===== config.mk =====
export PLATFORM = sky130hd
export DESIGN_NAME = sia_cell
export DESIGN_NICKNAME = d
export VERILOG_FILES = /design/src/sv/sia_pkg.sv /design/src/sv/sia_cell.sv
export SDC_FILE = /design/constraint.sdc
export NUM_CORES = 1
export LEC_CHECK = 0
export BUFFER_PORTS_ARGS = -buffer_cell sky130_fd_sc_hd__buf_2
export CORE_MARGIN = 2
export CORE_UTILIZATION = 37
export DETAILED_ROUTE_END_ITERATION = 10
export PLACE_DENSITY = 0.86
export SYNTH_ARGS = -nofsm -noshare
export SYNTH_HDL_FRONTEND = slang
export SYNTH_SLANG_ARGS = --single-unit

===== constraint.sdc =====
create_clock -name clk -period 0.8 [get_ports clk]
set_input_delay 0.04 -clock clk [delete_from_list [all_inputs] [get_ports clk]]
set_output_delay 0.04 -clock clk [all_outputs]
set_load 0.01 [all_outputs]

===== src/sv/sia_pkg.sv =====
package sia_pkg;

    // fixed field widths
    localparam int MODE_W  = 3;
    localparam int INDEX_W = 8;
    localparam int DATA_W  = 32;
    localparam int STAT_W  = 2;
    localparam int LEN_W   = 9;

    // position width, wide enough for the largest supported depth (65536)
    localparam int POS_W = 17;

    localparam int DEPTH_DEFAULT  = 256;
    localparam int LENGTH_DEFAULT = 256;

    // APB register map
    localparam int PADDR_W = 3;
    localparam int PDATA_W = 32;
    localparam logic REG_LENGTH = 1'b0;

    // empty slot marker
    localparam logic [DATA_W-1:0] EMPTY_WORD = {1'b1, {(DATA_W-1){1'b0}}};

    // operation codes
    localparam logic [MODE_W-1:0] MODE_READ    = 3'd0;
    localparam logic [MODE_W-1:0] MODE_WRITE   = 3'd1;
    localparam logic [MODE_W-1:0] MODE_REPLACE = 3'd2;
    localparam logic [MODE_W-1:0] MODE_INSERT  = 3'd3;
    localparam logic [MODE_W-1:0] MODE_POP     = 3'd4;
    localparam logic [MODE_W-1:0] MODE_ERASE   = 3'd5;

    // status codes
    localparam logic [STAT_W-1:0] STATUS_OK    = 2'd0;
    localparam logic [STAT_W-1:0] STATUS_RANGE = 2'd1;
    localparam logic [STAT_W-1:0] STATUS_FULL  = 2'd2;

    // cell commands
    localparam int CMD_W = 3;
    localparam logic [CMD_W-1:0] CMD_NONE  = 3'd0;
    localparam logic [CMD_W-1:0] CMD_WRITE = 3'd1;
    localparam logic [CMD_W-1:0] CMD_ERASE = 3'd2;
    localparam logic [CMD_W-1:0] CMD_SHR   = 3'd3;
    localparam logic [CMD_W-1:0] CMD_SHL   = 3'd4;

    typedef struct packed {
        logic [MODE_W-1:0]         mode;
        logic [INDEX_W-1:0]        slot_index;
        logic signed [DATA_W-1:0]  key_value;
    } sia_req_t;

    typedef struct packed {
        logic signed [DATA_W-1:0]  old_value;
        logic [STAT_W-1:0]         status;
    } sia_rsp_t;

    // broadcast to every cell of the row
    typedef struct packed {
        logic [CMD_W-1:0]   op;
        logic [POS_W-1:0]   pos;
        logic [POS_W-1:0]   last;
        logic [DATA_W-1:0]  key;
    } sia_cmd_t;

endpackage


===== src/sv/sia_cell.sv =====
module sia_cell #(
    parameter int CELL_ID = 0
) (
    input  logic                      clk,
    input  logic                      rst_n,
    input  sia_pkg::sia_cmd_t         cmd,
    input  logic [sia_pkg::DATA_W-1:0] left_value,
    input  logic [sia_pkg::DATA_W-1:0] right_value,
    output logic [sia_pkg::DATA_W-1:0] value
);
    import sia_pkg::*;

    localparam logic [POS_W-1:0] MY_POS = POS_W'(CELL_ID);

    logic [DATA_W-1:0] value_reg;
    logic [DATA_W-1:0] value_next;
    logic              at_pos;
    logic              above_pos;
    logic              at_last;
    logic              below_last;

    assign at_pos     = (MY_POS == cmd.pos);
    assign above_pos  = (MY_POS > cmd.pos);
    assign at_last    = (MY_POS == cmd.last);
    assign below_last = (MY_POS < cmd.last);

    // pick own next word from the broadcast command and the neighbors
    always_comb
    begin
        value_next = value_reg;
        case (cmd.op)
            CMD_WRITE:
            begin
                if (at_pos)
                    value_next = cmd.key;
            end
            CMD_ERASE:
            begin
                if (at_pos)
                    value_next = EMPTY_WORD;
            end
            CMD_SHR:
            begin
                if (at_pos)
                    value_next = cmd.key;
                else if (above_pos && (below_last || at_last))
                    value_next = left_value;
            end
            CMD_SHL:
            begin
                if (at_last)
                    value_next = EMPTY_WORD;
                else if ((above_pos || at_pos) && below_last)
                    value_next = right_value;
            end
            default:
            begin
                value_next = value_reg;
            end
        endcase
    end

    always_ff @(posedge clk or negedge rst_n)
    begin
        if (!rst_n)
            value_reg <= EMPTY_WORD;
        else
            value_reg <= value_next;
    end

    assign value = value_reg;

endmodule

* Word level (Yosys, flattened, before mapping)
Index checks and enable logic that the tools add are counted.
** Storage, ports and cells
- Input port bits :: 135
- Output and inout port bits :: 32
- Bits in registers :: 32
** Operators by class
- Multiplexer cells :: 7
- Order comparisons :: 2
- Equality and inequality tests :: 8
- Reductions and logical operators :: 8
** Operators by type and width (number)
- 32-bit two-way mux :: 6
- 32-bit case mux with 4 select lines :: 1
- 17-bit zero test :: 2
- 1-bit by 17-bit greater-than comparator with 1-bit output (first input constant) :: 1
- 1-bit by 17-bit less-than comparator with 1-bit output (first input constant) :: 1
- 3-bit by 2-bit equality test with 1-bit output (second input constant) :: 2
- 3-bit inequality test (second input constant) :: 2
- 5-bit AND reduction :: 1
- 2-bit inequality test (second input constant) :: 2
- 4-bit nonzero test :: 1
- 3-bit by 1-bit equality test with 1-bit output (second input constant) :: 1
- 3-bit equality test (second input constant) :: 1
- 1-bit logical AND :: 2
- 1-bit logical OR :: 2

* Depth between registers and ports, before layout
Gate-level depths: netlist (run 1).
- Depth after elaboration :: 6
- Gate-level depth with buffers :: 8

* Least setup slack after synthesis (run 1)
OpenSTA, ideal clock, no wires.
- Path kind :: input to register
- Start :: in cmd[41] (netlist name)
- End :: reg value_reg[0] (netlist: value[0])
- Slack :: -0.631 ns
- Data required time :: 0.666 ns
- Stages :: 7
- Arrival time :: 1.297 ns
- Path buffers :: 1
- Cells stage by stage :: nor4_1 > nand4_1 > nor4_1 > nor2_1 > clkbuf_1 > a222oi_1 > mux2i_1
** On the way
- Cells in the longest elaborated chain, start to end :: 5
- Elaborated cells between the ends (all ways) :: 10
- Classes of those cells :: 1 x order compare; 2 x eq/ne; 2 x mux; 5 x reduce/logical
** RTL lines
- start, declared :: line sia_cell.sv:6 : input sia_pkg::sia_cmd_t cmd,
- 1-bit by 17-bit less-than comparator with 1-bit output or 17-bit zero test (tied branches) :: line sia_cell.sv:25, sia_cell.sv:24
- 1-bit logical OR :: line sia_cell.sv:46 : else if (above_pos && (below_last || at_last))
- 1-bit logical AND :: line sia_cell.sv:46
- 3-bit inequality test (no line)
- 5-bit AND reduction (no line)
- end signal, assigned :: line sia_cell.sv:68 : value_reg <= value_next;
- end, declared :: line sia_cell.sv:15 : logic [DATA_W-1:0] value_reg;
Several ways; a longest one is shown, not always the timed one.
A chain may end at the register's enable or synchronous reset.

* Final worst setup path (run 1)
- Start :: in cmd[32] (netlist name)
- End :: reg value_reg[12] (netlist: value[12])
Same word-level chain as after synthesis.

==> results.tsv, run 1 <==
stage	metric	value	unit
run_status	status	finished with violations	
run_status	violations	negative setup slack	
pwr	power.internal	3170	uW
sta	fin_crit_sh	166	%
pwr	ir_drop	0.970	mV
sta	drv_slew	0	
layout	drive_gt1_share	60.5	%
pwr	power.density	1240	mW/mm2
hold_path	hp-class	in2reg	
sta	worstMarginPinSlew	0.388	ns
placement	gp_congestion	0.818	
placement	numPortBuffers	166	
layout	antenna_cells	0	
sta	setup_slack	-0.530	ns
layout	nets	491	
drt	wl_per_cell	14.4	um
sta	tns	-17.09	ns
layout	area_delta_synth_final	83.4	%
placement	dp_cells	389	
drt	wirelength	5930	um
floorplan	core	0.00469	mm2
logic_synthesis	synth_top_area_share	43.3	%
global_route	overflow	0	
global_route	grtUsageTotal	21.4	%
layout	largest_reg_flops	32	
layout	final_cells	411	
global_route	grt_pass1_wl	9000	um
worst_setup_path	critPathLaunchType	primary input	
pwr	switching_share	21.8	%
clock_tree	clk_pin_slew	0.07	ns
pwr	finalPower	4060	uW
pwr	power_frac_clock	41.1	%
drt	vias_per_cell	5.29	
floorplan	die_w	73.6	um
sta	final-hold-violation-count	0	
logic_synthesis	seq_area_frac_synth	44.8	%
logic_synthesis	synth_fp_nets	303	
logic_synthesis	yosysMostFrequentCell	inv_1	
drt	num_vias	2174	
global_route	antenna_found_initial	0	
worst_setup_path	cp_max_fo	16	
global_route	grt_max_degree	19	
floorplan	start_util	38.2	%
worst_setup_path	crit_path_end_kind	register	
drt	first_iter_violations	144	
sta	slew-limit-headroom	74.0	%
flow_run	max-cap-violations	0	
worst_setup_path	critical_path_arrival	1.47	ns
sta	holdWs	0.0483	ns
drt	drt_first_pass_iters	8	
placement	hpwl	4400	um
sta	fin_crit	1.33	ns
clock_tree	h-tree-depth	2	
worst_setup_path	crit_type	in2reg	
clock_tree	clock-sinks	32	
logic_synthesis	synth_edf_count	0	
clock_tree	cts_tree	yes	
logic_synthesis	avgSynthCellArea	10.7	um2
logic_synthesis	yosysUniqueCellTypes	20	
layout	fillerInstances	375	
clock_tree	clock_latency	0.27	ns
logic_synthesis	synthArstFlopShare	100	%
logic_synthesis	synth_top_area_cell	dfrtp_1	
pwr	p_sw	885	uW
logic_synthesis	synth_area	0.00179	mm2
pwr	combPwrFrac	19.0	%
floorplan	io-pin-count	167	
logic_synthesis	ys.flop_type	dfrtp_1	
drt	route.detailed.drc	0	
logic_synthesis	yosys_warnings	0	
logic_synthesis	syn_inst	168	
floorplan	rows	25	
clock_tree	cts_root_buffer	clkbuf_8	
clock_tree	cts_buffers	5	
pwr	power_frac_seq	39.9	%
sta	clock_skew	0	ns
sta	setup_viol	64	
clock_tree	ctsLongestPathBuffers	2	
layout	final_core_util	70.0	%
sta	rsz0062_at_grt	true	
sta	fmax	0.752	GHz
worst_setup_path	crit_required	0.94	ns
floorplan	dieArea	0.00541	mm2
drt	ant_nets	0	
logic_synthesis	synth.area.top_cells	dfrtp_1, a222oi_1, mux2i_1	
floorplan	fp.dieH	73.6	um
logic_synthesis	synth.top_cells.by_count	inv_1, a222oi_1, dfrtp_1, mux2i_1, nor4_1	
logic_synthesis	ys_ff_latch	32	
global_route	grt_pass1_vias	2126	
pwr	p_leak	0.00193	uW
-- layout by cell type (no fill, tap or decap) --
| cell type | instances |
|---|---|
| dlygate4sd3_1 | 1 |
| o211ai_1 | 1 |
| inv_1 | 35 |
| dfstp_2 | 1 |
| o31a_4 | 1 |
| clkbuf_8 | 7 |
| o21ai_2 | 1 |
| nor2_1 | 3 |
| buf_4 | 16 |
| mux2i_1 | 31 |
| nand2b_1 | 1 |
| buf_6 | 19 |
| nor2_2 | 2 |
| nand2_1 | 3 |
| buf_12 | 6 |
| clkbuf_16 | 1 |
| dfrtp_1 | 31 |
| nand4_1 | 1 |
| or2_4 | 1 |
| nor3_2 | 1 |
| nor4_2 | 2 |
| buf_2 | 150 |
| mux2_1 | 1 |
| bufinv_16 | 1 |
| nor4_4 | 5 |
| nor3_1 | 1 |
| nand3_2 | 1 |
| buf_16 | 1 |
| a222oi_1 | 32 |
-- per-layer routing --
metal	global-route usage [%]	part of all wire, %	wire length (um)
met4	8.28	1.3	79
met1	23.1	37	2200
met3	5.90	8.6	508
met2	39.3	53	3150
met5	0	0	0
-- power by group through the flow --
stage | clock (uW) | sequential [uW] | combinational (uW)
finish | 1670 | 1620 | 773
global route | 1800 | 1620 | 845
CTS | 1710 | 1620 | 752
detailed placement | 0 | 1650 | 711
global placement | 0 | 1650 | 694
floorplan | 0 | 1650 | 233
-- final timing paths --
| check | from | endpoint | slack, ns | depth (start not counted) |
|---|---|---|---|---|
| worst max-delay path | cmd[32] | value[12]$_DFFE_PN0P_ | -0.53 | 8 |
| worst min-delay path | right_value[28] | value[28]$_DFFE_PN0P_ | 0.05 | 3 |
| min in group asynchronous | rst_n | value[8]$_DFFE_PN0P_ | 0.17 | 2 |
| max in group asynchronous | rst_n | value[0]$_DFFE_PN0P_ | 0.26 | 3 |
| worst min register to register | value[4]$_DFFE_PN0P_ | value[4]$_DFFE_PN0P_ | 0.52 | 2 |
| worst max register to register | value[6]$_DFFE_PN0P_ | value[6]$_DFFE_PN0P_ | 0.04 | 3 |
-- what timing repair did --
| item | CTS | global route |
|---|---|---|
| gates resized for setup | 17 | 14 |
| hold buffers | 1 | 0 |
| pin swaps | 18 | 14 |
| hold endpoints to repair | 32 | 0 |
| setup buffers | 6 | 5 |
| gates cloned | 1 | 1 |
| setup endpoints to repair | 64 | 64 |
-- stage by stage --
step / area, um2 / setup WS, ns
after floorplan: 1840 / -0.614
after global placement: 2840 / -0.810
after detailed placement: 2840 / -0.875
after CTS: 3140 / -0.515
after global routing: 3280 / -0.651
final: 3280 / -0.530
-- cell type report --
class	count	area [um2]	area share [%]
clock buffer	7	96.3	2.93
clock inverter	1	30.0	0.915
inverter	35	131	4.00
multi-input combinational	88	888	27.1
sequential	32	802	24.4
tap	54	67.6	2.06
timing repair buffer	194	1270	38.6
-- logic make-up (layout without fill, tap and decap cells) --
logic type | after synthesis | after routing | synth area share (%)
mux | 32 | 32 | 18.0
simple gates | 21 | 21 | 6.01
compound gates | 35 | 35 | 19.3
flops | 32 | 32 | 44.8
buf+inv | 48 | 237 | 11.9
-- critical path: stages --
cell and delay (ns):
buf_6 0.10, nor4_4 0.28, nand4_1 0.17, nor4_4 0.21
nor2_2 0.08, buf_6 0.16, a222oi_1 0.29, mux2i_1 0.13
Note: power is estimated with default switching activity, not from simulation.
==> inputs of run 2 (changes only) <==
- MAX_ROUTING_LAYER: default -> met4
==> run 2 against run 1 <==
Sequential share of layout area unchanged; final cell count unchanged; the run still ends with negative setup slack left; sequential power hardly changed; fmax increased by 0.84%; die area stayed put; flip-flop and latch count unchanged; clock-buffer cell count is the same; highest routed layer unchanged; total power about the same; worst setup slack better by 0.011 ns; non-clock buffer count stayed put; clock power about the same; global-route usage up 0.57 points.
==> results.tsv, run 2 (same netlist as run 1, synthesis figures left out) <==
stage	metric	value	unit	change
sta	drv_slew	0		unchanged
sta	rsz0062_at_grt	true		
sta	setup_slack	-0.519	ns	+0.0111 ns
drt	num_vias	2160		-0.64%
sta	clock_skew	0	ns	unchanged
floorplan	rows	25		unchanged
placement	gp_congestion	0.831		+1.5%
layout	largest_reg_flops	32		unchanged
drt	wirelength	5950	um	+0.34%
clock_tree	cts_buffers	5		unchanged
pwr	power_frac_seq	39.8	%	about the same
sta	fin_crit_sh	165	%	-1.4 points
layout	antenna_cells	0		unchanged
drt	first_iter_violations	168		+17%
clock_tree	clock-sinks	32		unchanged
global_route	antenna_found_initial	0		unchanged
layout	mostFrequentLayoutCells	buf_2, inv_1, a222oi_1		
drt	route.detailed.drc	0		unchanged
clock_tree	h-tree-depth	2		unchanged
worst_setup_path	worst_r2r_path_depth	3		unchanged
worst_setup_path	crit_required	0.95	ns	about the same
sta	setup_viol	64		unchanged
flow_run	max-cap-violations	0		unchanged
worst_setup_path	r2r_slack	0.04	ns	about the same
floorplan	io-pin-count	167		unchanged
clock_tree	clk_pin_slew	0.07	ns	about the same
clock_tree	clock_latency	0.27	ns	about the same
drt	wl_met3	493	um	-3.0%
run_status	violations	negative setup slack		
sta	slew-limit-headroom	74.0	%	unchanged
clock_tree	ctsLongestPathBuffers	2		unchanged
layout	final_cells	411		unchanged
layout	area_delta_synth_final	83.4	%	unchanged
pwr	p_sw	888	uW	+0.39%
drt	vias_per_cell	5.26		-0.64%
hold_path	min_path_cells	3		unchanged
global_route	grtUsageTotal	22.0	%	+0.57 points
global_route	grt_pass1_wl	8960	um	-0.38%
hold_path	hp-class	in2reg		
drt	wl_per_cell	14.5	um	+0.34%
pwr	power_frac_clock	41.1	%	about the same
pwr	power.density	1240	mW/mm2	about the same
drt	wl_met2	3140	um	-0.25%
pwr	power.internal	3180	uW	about the same
floorplan	fp.dieH	73.6	um	unchanged
sta	holdWs	0.0486	ns	+0.000224 ns
floorplan	die_w	73.6	um	unchanged
clock_tree	cts_root_buffer	clkbuf_8		
sta	fin_crit	1.32	ns	-0.0111 ns
pwr	ir_drop	0.970	mV	about the same
pwr	p_leak	0.00193	uW	unchanged
global_route	overflow	0		unchanged
hold_path	min_to	value[28]$_DFFE_PN0P_		
sta	worstMarginPinSlew	0.388	ns	unchanged
sta	fmax	0.758	GHz	+0.84%
pwr	combPwrFrac	19.1	%	about the same
floorplan	dieArea	0.00541	mm2	unchanged
drt	ant_nets	0		unchanged
hold_path	worstHoldStart	right_value[28]		
global_route	grt_pass1_vias	2128		+0.094%
worst_setup_path	cp_max_fo	8		-8
layout	fillerInstances	375		unchanged
layout	drive_gt1_share	60.5	%	unchanged
worst_setup_path	crit_path_end_kind	register		
drt	wl_met1	2230	um	+1.5%
layout	seq_area	802	um2	unchanged
drt	top_layer	met4		
layout	nets	491		unchanged
worst_setup_path	timing.rr.end	value[6]$_DFFE_PN0P_		
placement	dp_cells	389		unchanged
clock_tree	cts_tree	yes		
global_route	grt_max_degree	19		unchanged
floorplan	start_util	38.2	%	unchanged
worst_setup_path	critical_path_arrival	1.47	ns	about the same
floorplan	core	0.00469	mm2	unchanged
placement	numPortBuffers	166		unchanged
worst_setup_path	crit_type	in2reg		
worst_setup_path	critPathLaunchType	primary input		
placement	hpwl	4400	um	unchanged
layout	multi_input_comb_area	888	um2	unchanged
worst_setup_path	reg2reg_from	value[6]$_DFFE_PN0P_		
drt	drt_first_pass_iters	8		unchanged
sta	final-hold-violation-count	0		unchanged
run_status	status	finished with violations		
pwr	switching_share	21.9	%	+0.066 points
layout	mostFrequentLayoutCell	buf_2		
==> run 2: worst max-delay path by stage <==
stage / from / to / slack, ns / cells after the start
finish: cmd[60] / value[29]$_DFFE_PN0P_ / -0.52 / 7
global route: cmd[32] / value[23]$_DFFE_PN0P_ / -0.65 / 8
CTS: cmd[32] / value[13]$_DFFE_PN0P_ / -0.51 / 8
detailed placement: cmd[41] / value[21]$_DFFE_PN0P_ / -0.87 / 8
global placement: cmd[57] / value[22]$_DFFE_PN0P_ / -0.81 / 7
floorplan: cmd[57] / value[0]$_DFFE_PN0P_ / -0.61 / 7
==> run 2: timing repair <==
action,in CTS,in global routing
resized for setup,17,14
endpoints found under the hold margin,32,0
gates cloned,1,1
endpoints found under the setup margin,64,64
pin swaps,18,14
buffers inserted,6,5
hold buffers,1,0
==> run 2: per-stage QoR <==
stage / cell area [um2] / total power, uW / TNS (ns) / setup slack [ns] / utilization, %
after global placement: 2840 / 2340 / -25.58 / -0.810 / 60.5
after detailed placement: 2840 / 2360 / -26.82 / -0.875 / 60.5
after CTS: 3140 / 4090 / -17.44 / -0.515 / 67.0
final: 3280 / 4060 / -17.06 / -0.519 / 70.0
after global routing: 3280 / 4260 / -20.99 / -0.651 / 70.0
after floorplan: 1840 / 1880 / -19.43 / -0.614 / -
==> run 2: final cells by class <==
type,count,area share (%)
inverter,35,4.00
multi-input combinational,88,27.1
clock inverter,1,0.915
clock buffer,7,2.93
sequential,32,24.4
timing repair buffer,194,38.6
tap,54,2.06
==> run 2: metal layers <==
| metal | up-vias | track usage, % |
|---|---|---|
| met4 | 0 | 8.69 |
| li1 | 1022 | - |
| met5 | - | - |
| met3 | 10 | 5.35 |
| met2 | 118 | 39.1 |
| met1 | 1010 | 23.3 |
==> run 2: worst max-delay path, cell delays in order <==
cell and delay (ns):
buf_2 0.11, nor4_4 0.26, nand3_2 0.11, or2_4 0.27, o31a_4 0.35, clkbuf_16 0.19, mux2i_1 0.12
==> run 2: power groups by stage <==
stage	combinational, uW	clock [uW]	sequential [uW]
2_1_floorplan	233	0	1650
3_3_place_gp	694	0	1650
3_5_place_dp	711	0	1650
4_1_cts	752	1710	1620
5_1_grt	845	1800	1620
6_report	775	1670	1620
==> inputs of run 3 (changes only) <==
- CORE_UTILIZATION: 37 -> 33
- PLACE_DENSITY: 0.86 -> 0.81
- clock period: 0.8 -> 1.14 ns (I/O delays scaled with it)
==> run 3 against run 2 <==
The run still ends with negative setup slack left; final cell count grew 2.2%; critical path type unchanged; hold slack gained 0.018 ns; largest power group is now registers; register-to-register slack gained 0.37 ns; largest cell class unchanged; combinational power shrank 26%.
==> results.tsv, run 3 (same netlist as run 1, synthesis figures left out) <==
stage	metric	value	unit	change
run_status	status	finished with violations		
worst_setup_path	r2r_slack	0.41	ns	+0.37 ns
hold_path	worstHoldStart	right_value[24]		
drt	num_vias	2173		+0.60%
pwr	power.internal	1910	uW	-40%
pwr	p_sw	630	uW	-29%
worst_setup_path	crit_path_end_kind	register		
sta	final-hold-violation-count	0		unchanged
global_route	grt_max_degree	21		+2
global_route	overflow	0		unchanged
sta	holdWs	0.0670	ns	+0.0184 ns
clock_tree	clk_pin_slew	0.07	ns	about the same
floorplan	fp.dieH	77.7	um	+5.6%
sta	setup_slack	-0.261	ns	+0.258 ns
worst_setup_path	crit_buf_inv	2		unchanged
global_route	grt_pass1_wl	9850	um	+9.9%
floorplan	io-pin-count	167		unchanged
clock_tree	h-tree-depth	2		unchanged
hold_path	hp-class	in2reg		
pwr	power.density	804	mW/mm2	-35%
clock_tree	cts_root_buffer	clkbuf_8		
worst_setup_path	critical-path-max-stage-delay	0.30	ns	-0.05 ns
pwr	ir_drop	0.573	mV	-41%
layout	fillerInstances	451		+20%
placement	dp_cells	406		+4.4%
worst_setup_path	crit_family	simple AND/OR/NAND/NOR gates		
clock_tree	cts_tree	yes		
sta	fin_crit	1.40	ns	
clock_tree	clock-sinks	32		unchanged
placement	gp_congestion	0.819		-1.4%
sta	setup_viol	32		-50%
clock_tree	clock_latency	0.27	ns	about the same
layout	largest_reg_flops	32		unchanged
sta	drv_slew	0		unchanged
sta	worstMarginPinSlew	0.424	ns	+0.0364 ns
layout	antenna_cells	0		unchanged
sta	slew-limit-headroom	71.6	%	-2.4 points
floorplan	start_util	34.6	%	-3.5 points
pwr	p_leak	0.00188	uW	-2.8%
worst_setup_path	critical_path_arrival	1.60	ns	+0.13 ns
floorplan	rows	26		+4.0%
run_status	violations	negative setup slack		
global_route	antenna_found_initial	0		unchanged
worst_setup_path	crit_type	in2reg		
layout	area_delta_synth_final	76.5	%	
layout	drive_gt1_share	59.1	%	-1.4 points
worst_setup_path	reg2reg_from	value[31]$_DFFE_PN1P_		
layout	final_cells	420		+2.2%
global_route	grtUsageTotal	21.2	%	-0.75 points
worst_setup_path	startpoint	cmd[55]		
layout	mostFrequentLayoutCells	buf_2, inv_1, a222oi_1		
pwr	combPwrFrac	22.7	%	+3.6 points
drt	route.detailed.drc	0		unchanged
worst_setup_path	slowest_stage	bufbuf_16		
drt	wirelength	6290	um	+5.7%
drt	ant_nets	0		unchanged
floorplan	dieArea	0.00603	mm2	+11%
sta	rsz0062_at_grt	true		
placement	hpwl	4620	um	+5.0%
clock_tree	cts_buffers	5		unchanged
pwr	switching_share	24.8	%	+2.9 points
drt	drt_first_pass_iters	7		-1
global_route	grt_pass1_vias	2265		+6.4%
sta	fmax	0.714	GHz	
worst_setup_path	cp_max_fo	6		-2
layout	mostFrequentLayoutCell	buf_2		
drt	first_iter_violations	179		+6.5%
sta	fin_crit_sh	123	%	
sta	clock_skew	0	ns	unchanged
drt	wl_per_cell	15.0	um	+3.4%
placement	numPortBuffers	166		unchanged
layout	nets	484		-1.4%
worst_setup_path	path_cells	buf_2 > nor4_4 > nand3_1 > or2_4 > o21ai_4 > bufbuf_16 > a222oi_1 > mux2i_1		
layout	multi_input_comb_area	886	um2	-0.28%
worst_setup_path	critPathLaunchType	primary input		
pwr	power_frac_seq	44.7	%	+4.9 points
flow_run	max-cap-violations	0		unchanged
floorplan	die_w	77.7	um	+5.6%
placement	dpl-instance-area	0.00287	mm2	+0.97%
clock_tree	ctsLongestPathBuffers	2		unchanged
drt	vias_per_cell	5.17		-1.6%
layout	seq_area	802	um2	unchanged
pwr	power_frac_clock	32.6	%	-8.5 points
floorplan	core	0.00517	mm2	+10%
worst_setup_path	crit_required	1.33	ns	+0.38 ns
layout	postLayoutCellArea	0.00316	mm2	-3.8%
[run 3: cell types whose count changed in the layout (fill, tap and decap cells not counted), moves of 2 or more]
cell,change
buf_2,+9
buf_6,-9
buf_4,-8
clkbuf_1,+2
clkbuf_8,-2
[run 3: power by group through the flow]
stage               Combinational [uW]  Sequential (uW)  Clock, uW
floorplan                          163             1160          0
global placement                   494             1160          0
detailed placement                 509             1160          0
CTS                                569             1140        861
global route                       627             1140        905
finish                             577             1140        828
[run 3: per-stage QoR]
step	util (%)	worst slack [ns]	total power (uW)	setup TNS (ns)
after floorplan	-	-0.291	1320	-9.09
after global placement	55.4	-0.520	1650	-15.54
after detailed placement	55.4	-0.640	1670	-17.52
after CTS	60.2	-0.250	2570	-6.30
after global routing	61.1	-0.357	2670	-10.28
final	61.1	-0.261	2540	-7.53
[run 3: path summary, 6_finish.rpt]
kind | endpoint | cells past startpoint
worst max-delay path | value[8]$_DFFE_PN0P_ | 8
worst min-delay path | value[24]$_DFFE_PN0P_ | 3
worst max register to register | value[31]$_DFFE_PN1P_ | 1
worst min register to register | value[19]$_DFFE_PN0P_ | 2
max in group asynchronous | value[31]$_DFFE_PN1P_ | 3
min in group asynchronous | value[10]$_DFFE_PN0P_ | 2
[run 3: what timing repair did]
item / in CTS / in global routing
gates resized for setup: 18 / 4
hold endpoints to repair: 31 / 0
cloned: 1 / 1
buffers inserted: 3 / 0
endpoints found under the setup margin: 32 / 32
hold buffers: 1 / 0
pin swaps: 2 / 7
[run 3: final cells by class]
class	instances	share of cell area (%)
clock buffers	7	2.42
clock inverters	1	0.158
inverters	35	4.16
multi-input cells	88	28.0
flip-flops and latches	32	25.4
well taps	70	2.77
repair buffers	187	37.1
[run 3: metal layers]
layer	part of all wire (%)	track usage [%]
met1	37	22.4
met2	52	38.0
met3	9.2	5.47
met4	1.9	7.86
met5	0	-
